[src/rst_pkg.sv]
package rst_pkg;

	// Configuration register indexes
	localparam logic [1:0] REG_WRAP_ENABLE      = 2'd0;
	localparam logic [1:0] REG_CENTER_TOLERANCE = 2'd1;
	localparam logic [1:0] REG_WIDTH_TOLERANCE  = 2'd2;

	localparam int        TOL_W          = 10;
	localparam logic [9:0] CENTER_TOL_RST = 10'd40;
	localparam logic [9:0] WIDTH_TOL_RST  = 10'd10;

	typedef struct packed {
		logic [TOL_W-1:0] center;
		logic [TOL_W-1:0] width;
	} tol_t;

	typedef enum logic [2:0] {
		S_PIX,
		S_LOAD,
		S_WAIT,
		S_EMIT,
		S_EMPTY,
		S_COMMIT
	} state_t;

endpackage

[src/rst_if.sv]
interface rst_pix_if;
	logic valid;
	logic ready;
	logic pixel_on;
	logic row_end;
	modport source (output valid, pixel_on, row_end, input ready);
	modport sink (input valid, pixel_on, row_end, output ready);
endinterface

interface rst_seg_if #(parameter int COL_W = 10, parameter int ID_BITS = 16);
	logic             valid;
	logic             ready;
	logic             segment_valid;
	logic [COL_W-1:0] seg_start;
	logic [COL_W:0]   seg_end;
	logic [COL_W:0]   seg_center;
	logic [COL_W:0]   seg_width;
	logic [ID_BITS-1:0] track_id;
	logic             overflow;
	logic             last_of_row;
	modport source (output valid, segment_valid, seg_start, seg_end, seg_center, seg_width,
		track_id, overflow, last_of_row, input ready);
	modport sink (input valid, segment_valid, seg_start, seg_end, seg_center, seg_width,
		track_id, overflow, last_of_row, output ready);
endinterface

interface rst_cfg_if;
	logic       valid;
	logic       ready;
	logic [1:0] index;
	logic [9:0] data;
	modport source (output valid, index, data, input ready);
	modport sink (input valid, index, data, output ready);
endinterface

[src/rst_cell.sv]
module rst_cell import rst_pkg::*; #(
	parameter int COL_W   = 10,
	parameter int ID_BITS = 16,
	parameter int CNT_W   = 5,
	parameter int IDX_W   = 4,
	parameter int IDX     = 0
) (
	input  logic               clk,
	input  logic               arst_n,
	input  tol_t               tol,
	input  logic [CNT_W-1:0]   old_count,
	input  logic               wr_en,
	input  logic [IDX_W-1:0]   wr_idx,
	input  logic [ID_BITS-1:0] wr_id,
	input  logic [COL_W:0]     wr_c,
	input  logic [COL_W:0]     wr_w,
	input  logic               commit,
	input  logic               lv_i,
	input  logic [COL_W:0]     lc_i,
	input  logic [COL_W:0]     lw_i,
	input  logic [ID_BITS-1:0] lid_i,
	output logic               lv_o,
	output logic [COL_W:0]     lc_o,
	output logic [COL_W:0]     lw_o,
	output logic [ID_BITS-1:0] lid_o
);

	logic [ID_BITS-1:0] old_id_q, nxt_id_q;
	logic [COL_W:0]     old_c_q, old_w_q, nxt_c_q, nxt_w_q;
	logic [COL_W:0]     dc, dw;
	logic               live, hit;

	// Compare the passing run against the old run held here
	always_comb begin
		dc   = (lc_i > old_c_q) ? lc_i - old_c_q : old_c_q - lc_i;
		dw   = (lw_i > old_w_q) ? lw_i - old_w_q : old_w_q - lw_i;
		live = CNT_W'(IDX) < old_count;
		hit  = live && (dc < (COL_W+1)'(tol.center)) && (dw < (COL_W+1)'(tol.width));
	end

	// Hold old and fresh entries; promote fresh at row commit
	always_ff @(posedge clk) begin
		if (wr_en && wr_idx == IDX_W'(IDX)) begin
			nxt_id_q <= wr_id;
			nxt_c_q  <= wr_c;
			nxt_w_q  <= wr_w;
		end
		if (commit) begin
			old_id_q <= nxt_id_q;
			old_c_q  <= nxt_c_q;
			old_w_q  <= nxt_w_q;
		end
	end

	// Advance the request to the neighbor, later hits override
	always_ff @(posedge clk or negedge arst_n) begin
		if (!arst_n) begin
			lv_o <= 1'b0;
		end else begin
			lv_o <= lv_i;
		end
	end

	always_ff @(posedge clk) begin
		lc_o  <= lc_i;
		lw_o  <= lw_i;
		lid_o <= hit ? old_id_q : lid_i;
	end

endmodule

[src/binary_row_segment_tracker.sv]
// Pixels: one request per cycle while a row is streaming; input is held off at row end.
// Row end: each run passes a chain of MAX_SEGMENTS match cells in the LOAD, WAIT and EMIT states
// (output stalls hold EMIT), then the COMMIT state; an empty row goes through EMPTY and COMMIT.
// The match chain length sets the per-run time.
// Reset clears counters, ids, state and config registers; run and match tables hold garbage
// until written and are never read before then.
module binary_row_segment_tracker import rst_pkg::*; #(
	parameter int ROW_PIXELS_MAX = 1024,
	parameter int MAX_SEGMENTS   = 16,
	parameter int ID_BITS        = 16
) (
	input  logic    clk,
	input  logic    arst_n,
	rst_pix_if.sink pix,
	rst_seg_if.source seg,
	rst_cfg_if.sink cfg
);

	localparam int COL_W = $clog2(ROW_PIXELS_MAX);
	localparam int CNT_W = $clog2(MAX_SEGMENTS + 1);
	localparam int IDX_W = (MAX_SEGMENTS > 1) ? $clog2(MAX_SEGMENTS) : 1;
	localparam logic [ID_BITS-1:0] ID_MAX = {ID_BITS{1'b1}};

	state_t state_q, state_d;

	logic               wrap_q;
	tol_t               tol_q;
	logic [COL_W-1:0]   col_q, rs_q;
	logic               prev_q, ovf_q;
	logic [CNT_W-1:0]   cnt_q, old_cnt_q;
	logic [IDX_W-1:0]   k_q;
	logic [ID_BITS-1:0] hid_q, found_q;
	logic [COL_W-1:0]   tab_s_q [MAX_SEGMENTS];
	logic [COL_W:0]     tab_e_q [MAX_SEGMENTS];
	logic [COL_W-1:0]   qs_q;
	logic [COL_W:0]     qe_q, qc_q, qw_q;

	logic               ov_q, osv_q, oovf_q, olast_q;
	logic [COL_W-1:0]   os_q;
	logic [COL_W:0]     oe_q, oc_q, ow_q;
	logic [ID_BITS-1:0] oid_q;

	// Chain links
	logic               lv  [MAX_SEGMENTS+1];
	logic [COL_W:0]     lc  [MAX_SEGMENTS+1];
	logic [COL_W:0]     lw  [MAX_SEGMENTS+1];
	logic [ID_BITS-1:0] lid [MAX_SEGMENTS+1];

	logic pix_fire, in_rdy, q_fire, emit, empty_emit, commit, ofree;
	logic fall, rise, done, trail, wrapj, push, full;
	logic [COL_W-1:0] rs_eff, push_s;
	logic [COL_W:0]   push_e;
	logic [CNT_W-1:0] cnt_nxt;
	logic [COL_W-1:0] ks;
	logic [COL_W:0]   ke, kc, kw;
	logic [COL_W+1:0] ksum;
	logic [ID_BITS-1:0] id_new, id_sel;
	logic             is_last;

	assign cfg.ready = 1'b1;
	assign pix.ready = in_rdy;
	assign pix_fire  = pix.valid && in_rdy;
	assign ofree     = !ov_q || seg.ready;

	// Run detection for the current pixel
	always_comb begin
		fall    = !pix.pixel_on && prev_q;
		rise    = pix.pixel_on && !prev_q;
		rs_eff  = rise ? col_q : rs_q;
		done    = pix.row_end || (col_q == COL_W'(ROW_PIXELS_MAX - 1));
		trail   = done && pix.pixel_on;
		wrapj   = trail && wrap_q && (cnt_q != '0) && (tab_s_q[0] == '0);
		push    = fall || (trail && !wrapj);
		push_s  = fall ? rs_q : rs_eff;
		push_e  = fall ? {1'b0, col_q} - 1'b1 : {1'b0, col_q};
		full    = cnt_q == CNT_W'(MAX_SEGMENTS);
		cnt_nxt = cnt_q + CNT_W'(push && !full);
	end

	// Query for run k; keep the carry of start plus end
	always_comb begin
		ks   = tab_s_q[k_q];
		ke   = tab_e_q[k_q];
		kw   = ke - {1'b0, ks};
		ksum = {1'b0, ke} + {2'b00, ks};
		kc   = ksum[COL_W+1:1];
	end

	always_comb begin
		id_new  = (hid_q == ID_MAX) ? ID_BITS'(1) : hid_q + 1'b1;
		id_sel  = (found_q != '0) ? found_q : id_new;
		is_last = (CNT_W'(k_q) + 1'b1) == cnt_q;
	end

	// Next state
	always_comb begin
		state_d = state_q;
		unique case (state_q)
			S_PIX: begin
				if (pix.valid && done) state_d = (cnt_nxt == '0) ? S_EMPTY : S_LOAD;
			end
			S_LOAD: state_d = S_WAIT;
			S_WAIT: begin
				if (lv[MAX_SEGMENTS]) state_d = S_EMIT;
			end
			S_EMIT: begin
				if (ofree) state_d = is_last ? S_COMMIT : S_LOAD;
			end
			S_EMPTY: begin
				if (ofree) state_d = S_COMMIT;
			end
			S_COMMIT: state_d = S_PIX;
			default: state_d = S_PIX;
		endcase
	end

	// Control outputs
	always_comb begin
		in_rdy     = 1'b0;
		q_fire     = 1'b0;
		emit       = 1'b0;
		empty_emit = 1'b0;
		commit     = 1'b0;
		unique case (state_q)
			S_PIX:    in_rdy = 1'b1;
			S_LOAD:   q_fire = 1'b1;
			S_WAIT:   ;
			S_EMIT:   emit = ofree;
			S_EMPTY:  empty_emit = ofree;
			S_COMMIT: commit = 1'b1;
			default:  ;
		endcase
	end

	always_ff @(posedge clk or negedge arst_n) begin
		if (!arst_n) begin
			state_q <= S_PIX;
		end else begin
			state_q <= state_d;
		end
	end

	// Configuration writes
	always_ff @(posedge clk or negedge arst_n) begin
		if (!arst_n) begin
			wrap_q       <= 1'b0;
			tol_q.center <= CENTER_TOL_RST;
			tol_q.width  <= WIDTH_TOL_RST;
		end else if (cfg.valid) begin
			unique case (cfg.index)
				REG_WRAP_ENABLE:      wrap_q <= cfg.data[0];
				REG_CENTER_TOLERANCE: tol_q.center <= cfg.data;
				REG_WIDTH_TOLERANCE:  tol_q.width <= cfg.data;
				default:              ;
			endcase
		end
	end

	// Row scan and run bookkeeping
	always_ff @(posedge clk or negedge arst_n) begin
		if (!arst_n) begin
			col_q     <= '0;
			prev_q    <= 1'b0;
			rs_q      <= '0;
			cnt_q     <= '0;
			ovf_q     <= 1'b0;
			old_cnt_q <= '0;
			k_q       <= '0;
			hid_q     <= '0;
		end else begin
			if (pix_fire) begin
				if (push && full) ovf_q <= 1'b1;
				cnt_q <= cnt_nxt;
				k_q   <= '0;
				if (done) begin
					col_q  <= '0;
					prev_q <= 1'b0;
					rs_q   <= '0;
				end else begin
					col_q  <= col_q + 1'b1;
					prev_q <= pix.pixel_on;
					rs_q   <= rs_eff;
				end
			end
			if (emit) begin
				k_q <= k_q + 1'b1;
				if (found_q == '0) hid_q <= id_new;
			end
			if (commit) begin
				old_cnt_q <= cnt_q;
				cnt_q     <= '0;
				ovf_q     <= 1'b0;
			end
		end
	end

	// Run table writes, query latch and match result capture
	always_ff @(posedge clk) begin
		if (pix_fire && push && !full) begin
			tab_s_q[cnt_q[IDX_W-1:0]] <= push_s;
			tab_e_q[cnt_q[IDX_W-1:0]] <= push_e;
		end
		if (pix_fire && wrapj) begin
			tab_s_q[0] <= rs_eff;
			tab_e_q[0] <= tab_e_q[0] + {1'b0, col_q} + 1'b1;
		end
		if (q_fire) begin
			qs_q <= ks;
			qe_q <= ke;
			qc_q <= kc;
			qw_q <= kw;
		end
		if (state_q == S_WAIT && lv[MAX_SEGMENTS]) found_q <= lid[MAX_SEGMENTS];
	end

	// Output register
	always_ff @(posedge clk or negedge arst_n) begin
		if (!arst_n) begin
			ov_q <= 1'b0;
		end else if (emit || empty_emit) begin
			ov_q <= 1'b1;
		end else if (seg.ready) begin
			ov_q <= 1'b0;
		end
	end

	always_ff @(posedge clk) begin
		if (emit) begin
			osv_q   <= 1'b1;
			os_q    <= qs_q;
			oe_q    <= qe_q;
			oc_q    <= qc_q;
			ow_q    <= qw_q;
			oid_q   <= id_sel;
			oovf_q  <= ovf_q;
			olast_q <= is_last;
		end else if (empty_emit) begin
			osv_q   <= 1'b0;
			os_q    <= '0;
			oe_q    <= '0;
			oc_q    <= '0;
			ow_q    <= '0;
			oid_q   <= '0;
			oovf_q  <= 1'b0;
			olast_q <= 1'b1;
		end
	end

	assign seg.valid         = ov_q;
	assign seg.segment_valid = osv_q;
	assign seg.seg_start     = os_q;
	assign seg.seg_end       = oe_q;
	assign seg.seg_center    = oc_q;
	assign seg.seg_width     = ow_q;
	assign seg.track_id      = oid_q;
	assign seg.overflow      = oovf_q;
	assign seg.last_of_row   = olast_q;

	// Match chain
	assign lv[0]  = q_fire;
	assign lc[0]  = kc;
	assign lw[0]  = kw;
	assign lid[0] = '0;

	for (genvar g = 0; g < MAX_SEGMENTS; g++) begin : g_cell
		rst_cell #(
			.COL_W   (COL_W),
			.ID_BITS (ID_BITS),
			.CNT_W   (CNT_W),
			.IDX_W   (IDX_W),
			.IDX     (g)
		) u_cell (
			.clk       (clk),
			.arst_n    (arst_n),
			.tol       (tol_q),
			.old_count (old_cnt_q),
			.wr_en     (emit),
			.wr_idx    (k_q),
			.wr_id     (id_sel),
			.wr_c      (qc_q),
			.wr_w      (qw_q),
			.commit    (commit),
			.lv_i      (lv[g]),
			.lc_i      (lc[g]),
			.lw_i      (lw[g]),
			.lid_i     (lid[g]),
			.lv_o      (lv[g+1]),
			.lc_o      (lc[g+1]),
			.lw_o      (lw[g+1]),
			.lid_o     (lid[g+1])
		);
	end

`ifndef SYNTHESIS
	a_cnt_bound: assert property (@(posedge clk) disable iff (!arst_n)
		cnt_q <= CNT_W'(MAX_SEGMENTS))
		else $error("run count beyond capacity");
	a_commit_clears: assert property (@(posedge clk) disable iff (!arst_n)
		state_q == S_COMMIT |=> cnt_q == '0 && !ovf_q)
		else $error("row state not cleared after commit");
	a_chain_end: assert property (@(posedge clk) disable iff (!arst_n)
		lv[MAX_SEGMENTS] |-> state_q == S_WAIT)
		else $error("match result arrived outside wait");
	a_no_pix_busy: assert property (@(posedge clk) disable iff (!arst_n)
		state_q != S_PIX |-> !pix.ready)
		else $error("pixel taken while matching");
`endif

endmodule

[src/flat_wrapper.sv]
// flat-port wrapper written by rule: the top's interface ports become plain ports
module binary_row_segment_tracker_flat import rst_pkg::*;
#(
	parameter int ROW_PIXELS_MAX = 1024,
	parameter int MAX_SEGMENTS   = 16,
	parameter int ID_BITS        = 16
)
  (clk, arst_n, pix_valid, pix_pixel_on, pix_row_end, pix_ready, seg_valid, seg_segment_valid, seg_seg_start, seg_seg_end, seg_seg_center, seg_seg_width, seg_track_id, seg_overflow, seg_last_of_row, seg_ready, cfg_valid, cfg_index, cfg_data, cfg_ready);
  rst_pix_if pix_i ();
  rst_seg_if #(.COL_W(10), .ID_BITS(ID_BITS)) seg_i ();
  rst_cfg_if cfg_i ();
  input  logic clk;
  input  logic arst_n;
  input wire logic [$bits(pix_i.valid)-1:0] pix_valid;
  input wire logic [$bits(pix_i.pixel_on)-1:0] pix_pixel_on;
  input wire logic [$bits(pix_i.row_end)-1:0] pix_row_end;
  output wire logic [$bits(pix_i.ready)-1:0] pix_ready;
  output wire logic [$bits(seg_i.valid)-1:0] seg_valid;
  output wire logic [$bits(seg_i.segment_valid)-1:0] seg_segment_valid;
  output wire logic [$bits(seg_i.seg_start)-1:0] seg_seg_start;
  output wire logic [$bits(seg_i.seg_end)-1:0] seg_seg_end;
  output wire logic [$bits(seg_i.seg_center)-1:0] seg_seg_center;
  output wire logic [$bits(seg_i.seg_width)-1:0] seg_seg_width;
  output wire logic [$bits(seg_i.track_id)-1:0] seg_track_id;
  output wire logic [$bits(seg_i.overflow)-1:0] seg_overflow;
  output wire logic [$bits(seg_i.last_of_row)-1:0] seg_last_of_row;
  input wire logic [$bits(seg_i.ready)-1:0] seg_ready;
  input wire logic [$bits(cfg_i.valid)-1:0] cfg_valid;
  input wire logic [$bits(cfg_i.index)-1:0] cfg_index;
  input wire logic [$bits(cfg_i.data)-1:0] cfg_data;
  output wire logic [$bits(cfg_i.ready)-1:0] cfg_ready;
  assign pix_i.valid = pix_valid;
  assign pix_i.pixel_on = pix_pixel_on;
  assign pix_i.row_end = pix_row_end;
  assign pix_ready = pix_i.ready;
  assign seg_valid = seg_i.valid;
  assign seg_segment_valid = seg_i.segment_valid;
  assign seg_seg_start = seg_i.seg_start;
  assign seg_seg_end = seg_i.seg_end;
  assign seg_seg_center = seg_i.seg_center;
  assign seg_seg_width = seg_i.seg_width;
  assign seg_track_id = seg_i.track_id;
  assign seg_overflow = seg_i.overflow;
  assign seg_last_of_row = seg_i.last_of_row;
  assign seg_i.ready = seg_ready;
  assign cfg_i.valid = cfg_valid;
  assign cfg_i.index = cfg_index;
  assign cfg_i.data = cfg_data;
  assign cfg_ready = cfg_i.ready;
  binary_row_segment_tracker #(.ROW_PIXELS_MAX(ROW_PIXELS_MAX), .MAX_SEGMENTS(MAX_SEGMENTS), .ID_BITS(ID_BITS)) u_core (.clk(clk), .arst_n(arst_n), .pix(pix_i), .seg(seg_i), .cfg(cfg_i));
endmodule
[config.mk]
export PLATFORM = sky130hd
export DESIGN_NAME = binary_row_segment_tracker_flat
export DESIGN_NICKNAME = d
export VERILOG_FILES = /design/src/rst_pkg.sv /design/src/rst_if.sv /design/src/rst_cell.sv /design/src/binary_row_segment_tracker.sv /design/src/flat_wrapper.sv
export SDC_FILE = /design/constraint.sdc
export NUM_CORES = 2
export LEC_CHECK = 0
export ABC_AREA = 0
export ABC_CLOCK_PERIOD_IN_PS = 17900
export BUFFER_PORTS_ARGS = -buffer_cell sky130_fd_sc_hd__clkbuf_2
export CORE_MARGIN = 2
export CORE_UTILIZATION = 60
export CTS_CLUSTER_SIZE = 25
export DETAILED_ROUTE_END_ITERATION = 7
export PLACE_DENSITY_LB_ADDON = 0.15
export SLEW_MARGIN = 20
export SYNTH_ARGS = -nofsm -noshare
export SYNTH_HDL_FRONTEND = slang
export SYNTH_HIERARCHICAL = 1
export SYNTH_SLANG_ARGS = --single-unit
export TNS_END_PERCENT = 1
[constraint.sdc]
create_clock -name clk -period 17.9 [get_ports clk]
set_input_delay 3.58 -clock clk [delete_from_list [all_inputs] [get_ports clk]]
set_output_delay 3.58 -clock clk [all_outputs]
set_load 0.03 [all_outputs]
==> results.md <==
- Startpoint type of the worst setup path: flip-flop
- Placeable core area: 190000 µm²
- Share of layout cells above drive strength 1: 12.81%
- Cts bufs inserted: 228
- TritonCTS clock tree: built
- ANT nets after route: 0
- Hold Crit Depth: 0
- Largest net degree at the start of global routing: 160
- Fmax: 0.1029 GHz
- Worst-path clk slew: 70 ps
- Power, Total: 0.02610 W
- Crit path time final: 9723 ps
- CTS H-tree depth: 4
- First-pass GRT wire length: 434700 µm
- Mean area per synthesized cell: 12.80 µm²
- Initial antenna violation count: 27
- Clock Sink Count: 2352
- Detail Placement HPWL: 199500 µm
- Delay of the slowest critical-path stage: 830 ps
- RSZ-0062 raised after global routing: false
- Die Ht: 441.2 µm
- Total track usage: 30.02%
- Crit path depth: 27
- Post-CTS setup buffer count: 0
- Most common cell after layout, fill and taps aside: edfxtp_1
- Leakage: 52.30 nW
- Count of warnings emitted by yosys: 6
- Drt initial violations: 6443
- Number of global-route vias before repair: 69625
- Clock network fraction of design power: 19.2%
- Arrival time worst endpoint: 10580 ps
- Cell Count, Final, Fillers Out: 11836
- I/O pins: 84
- Clock Latency Late Sink: 920 ps
- DR vias/cell: 5.943
- Critical path required time: 18760 ps
- Power per Cell Area: 207.6 nW/µm²
- Maximum VDD drop: 0.0001928 V
- PostCTS Resize Cnt: 0
- Count of input and output buffers: 82
- Global route overflow: 0
- Die width: 441.2 µm
- CP delay by family, top: compound AO/OA/AOI/OAI gates
- WS Path Type: reg2reg
- Final wirelength: 292300 µm
- Seq. cell area: 64310 µm²
- Dpl cells: 11397
- CTS max path bufs: 3
- Most frequent cells in the layout: edfxtp_1 (1672), inv_1 (1164), ha_1 (996)
- Die area: 194600 µm²
- Worst setup EP type: flip-flop
- Area Growth Syn to Fin: 9.622%
- Buffer and inverter count on the worst path: 3
- Final Hold Vio Count: 0
- Post-Synthesis Cells: 8959
- Rows: 160
- DR DRC count: 0
- Slew HR: 21.78%
- Hold_buf cts: 0
- Max-cap violations: 0
- Sequential Power Share: 31.0%
- Starting Density: 60.36%
- Multi-input gate area in the final layout: 44670 µm²
- Slowest CP cell: dfrtp_4
- Min-delay worst type: reg2reg
- Actual slew at the worst max-slew pin: 1173 ps
- Post-Syn Area: 114700 µm²
- Final period util: 54.32%
- Status: complete, no violations
- Drt wl/cell: 24.69 µm
- CTS root buf: clkbuf_16
- CP max FO: 38
- Int Power: 0.01542 W
- Layout Nets: 10198
- FF-to-FF path depth: 27
- GP Congestion: 0.9336
- Clock Skews: 94.92 ps
- Sw Pwr: 0.01068 W
- DRT Pass-1 Iters: 8
- Net Sw Frac: 40.90%
- Routed vias: 70336
- Filler Cell Count: 13841
- Comb pwr share: 49.8%
- Final slew viol count: 0
- Final setup TNS: 0 ps
- # setup viols final: 0
==> worst paths after layout <==
path,startpoint,end,slack (ps)
hold reg to reg,u_core/g_cell[5].u_cell/lw_o[0],u_core/g_cell[6].u_cell/lw_o[0],330
hold / removal,u_core/g_cell[5].u_cell/lw_o[0],u_core/g_cell[6].u_cell/lw_o[0],330
max in group asynchronous,arst_n,u_core/k_q[0],13810
setup reg to reg,u_core/k_q[0],u_core/g_cell[0].u_cell/lid_o[1],8180
min in group asynchronous,arst_n,u_core/hid_q[8],2730
setup / recovery,u_core/k_q[0],u_core/g_cell[0].u_cell/lid_o[1],8180
==> layer usage <==
metal	global-route usage (%)	wire, µm
met5	0	27
met4	11.21	11480
met3	3.326	16730
met2	50.35	140900
met1	40.49	123200
==> per-stage QoR <==
step	setup WS, ps	utilization [%]	cell area [µm²]	hold slack [ps]
global placement	8084	61.95	117700	336.1
CTS	8098	66.15	125700	314.6
global route	7398	66.17	125700	317.2
detailed placement	8132	61.95	117700	335.5
finish	8177	66.17	125700	329.4
floorplan	3388	-	114700	331.2
==> power groups by stage <==
| stage | registers (W) | clock network, W | logic, W |
|---|---|---|---|
| after floorplan | 0.00789 | 0 | 0.00962 |
| after global placement | 0.00817 | 0 | 0.0127 |
| after detailed placement | 0.00819 | 0 | 0.0128 |
| final | 0.00810 | 0.00500 | 0.0130 |
| after CTS | 0.00810 | 0.00509 | 0.0129 |
| after global routing | 0.00818 | 0.00529 | 0.0144 |
==> state kept, by name (all words and copies together), names as in the netlist, 160 cells and up <==
name / count
u_core/g_cell.u_cell/nxt_c_q: 176
u_core/g_cell.u_cell/lc_o: 165
u_core/g_cell.u_cell/lw_o: 165
u_core/tab_e_q: 176
u_core/g_cell.u_cell/old_w_q: 176
u_core/g_cell.u_cell/nxt_id_q: 256
u_core/g_cell.u_cell/old_c_q: 176
u_core/g_cell.u_cell/nxt_w_q: 176
u_core/g_cell.u_cell/old_id_q: 256
u_core/g_cell.u_cell/lid_o: 256
u_core/tab_s_q: 160
==> layout make-up <==
cell class	count	share of cell area (%)
well taps	2511	2.499
multi-input cells	5180	35.53
flip-flops and latches	2352	51.16
diodes	2	0.003981
clock buffers	316	5.050
inverters	1167	3.491
repair buffers	187	0.9655
clock inverters	121	1.302
(Power assumes the default switching activity.)
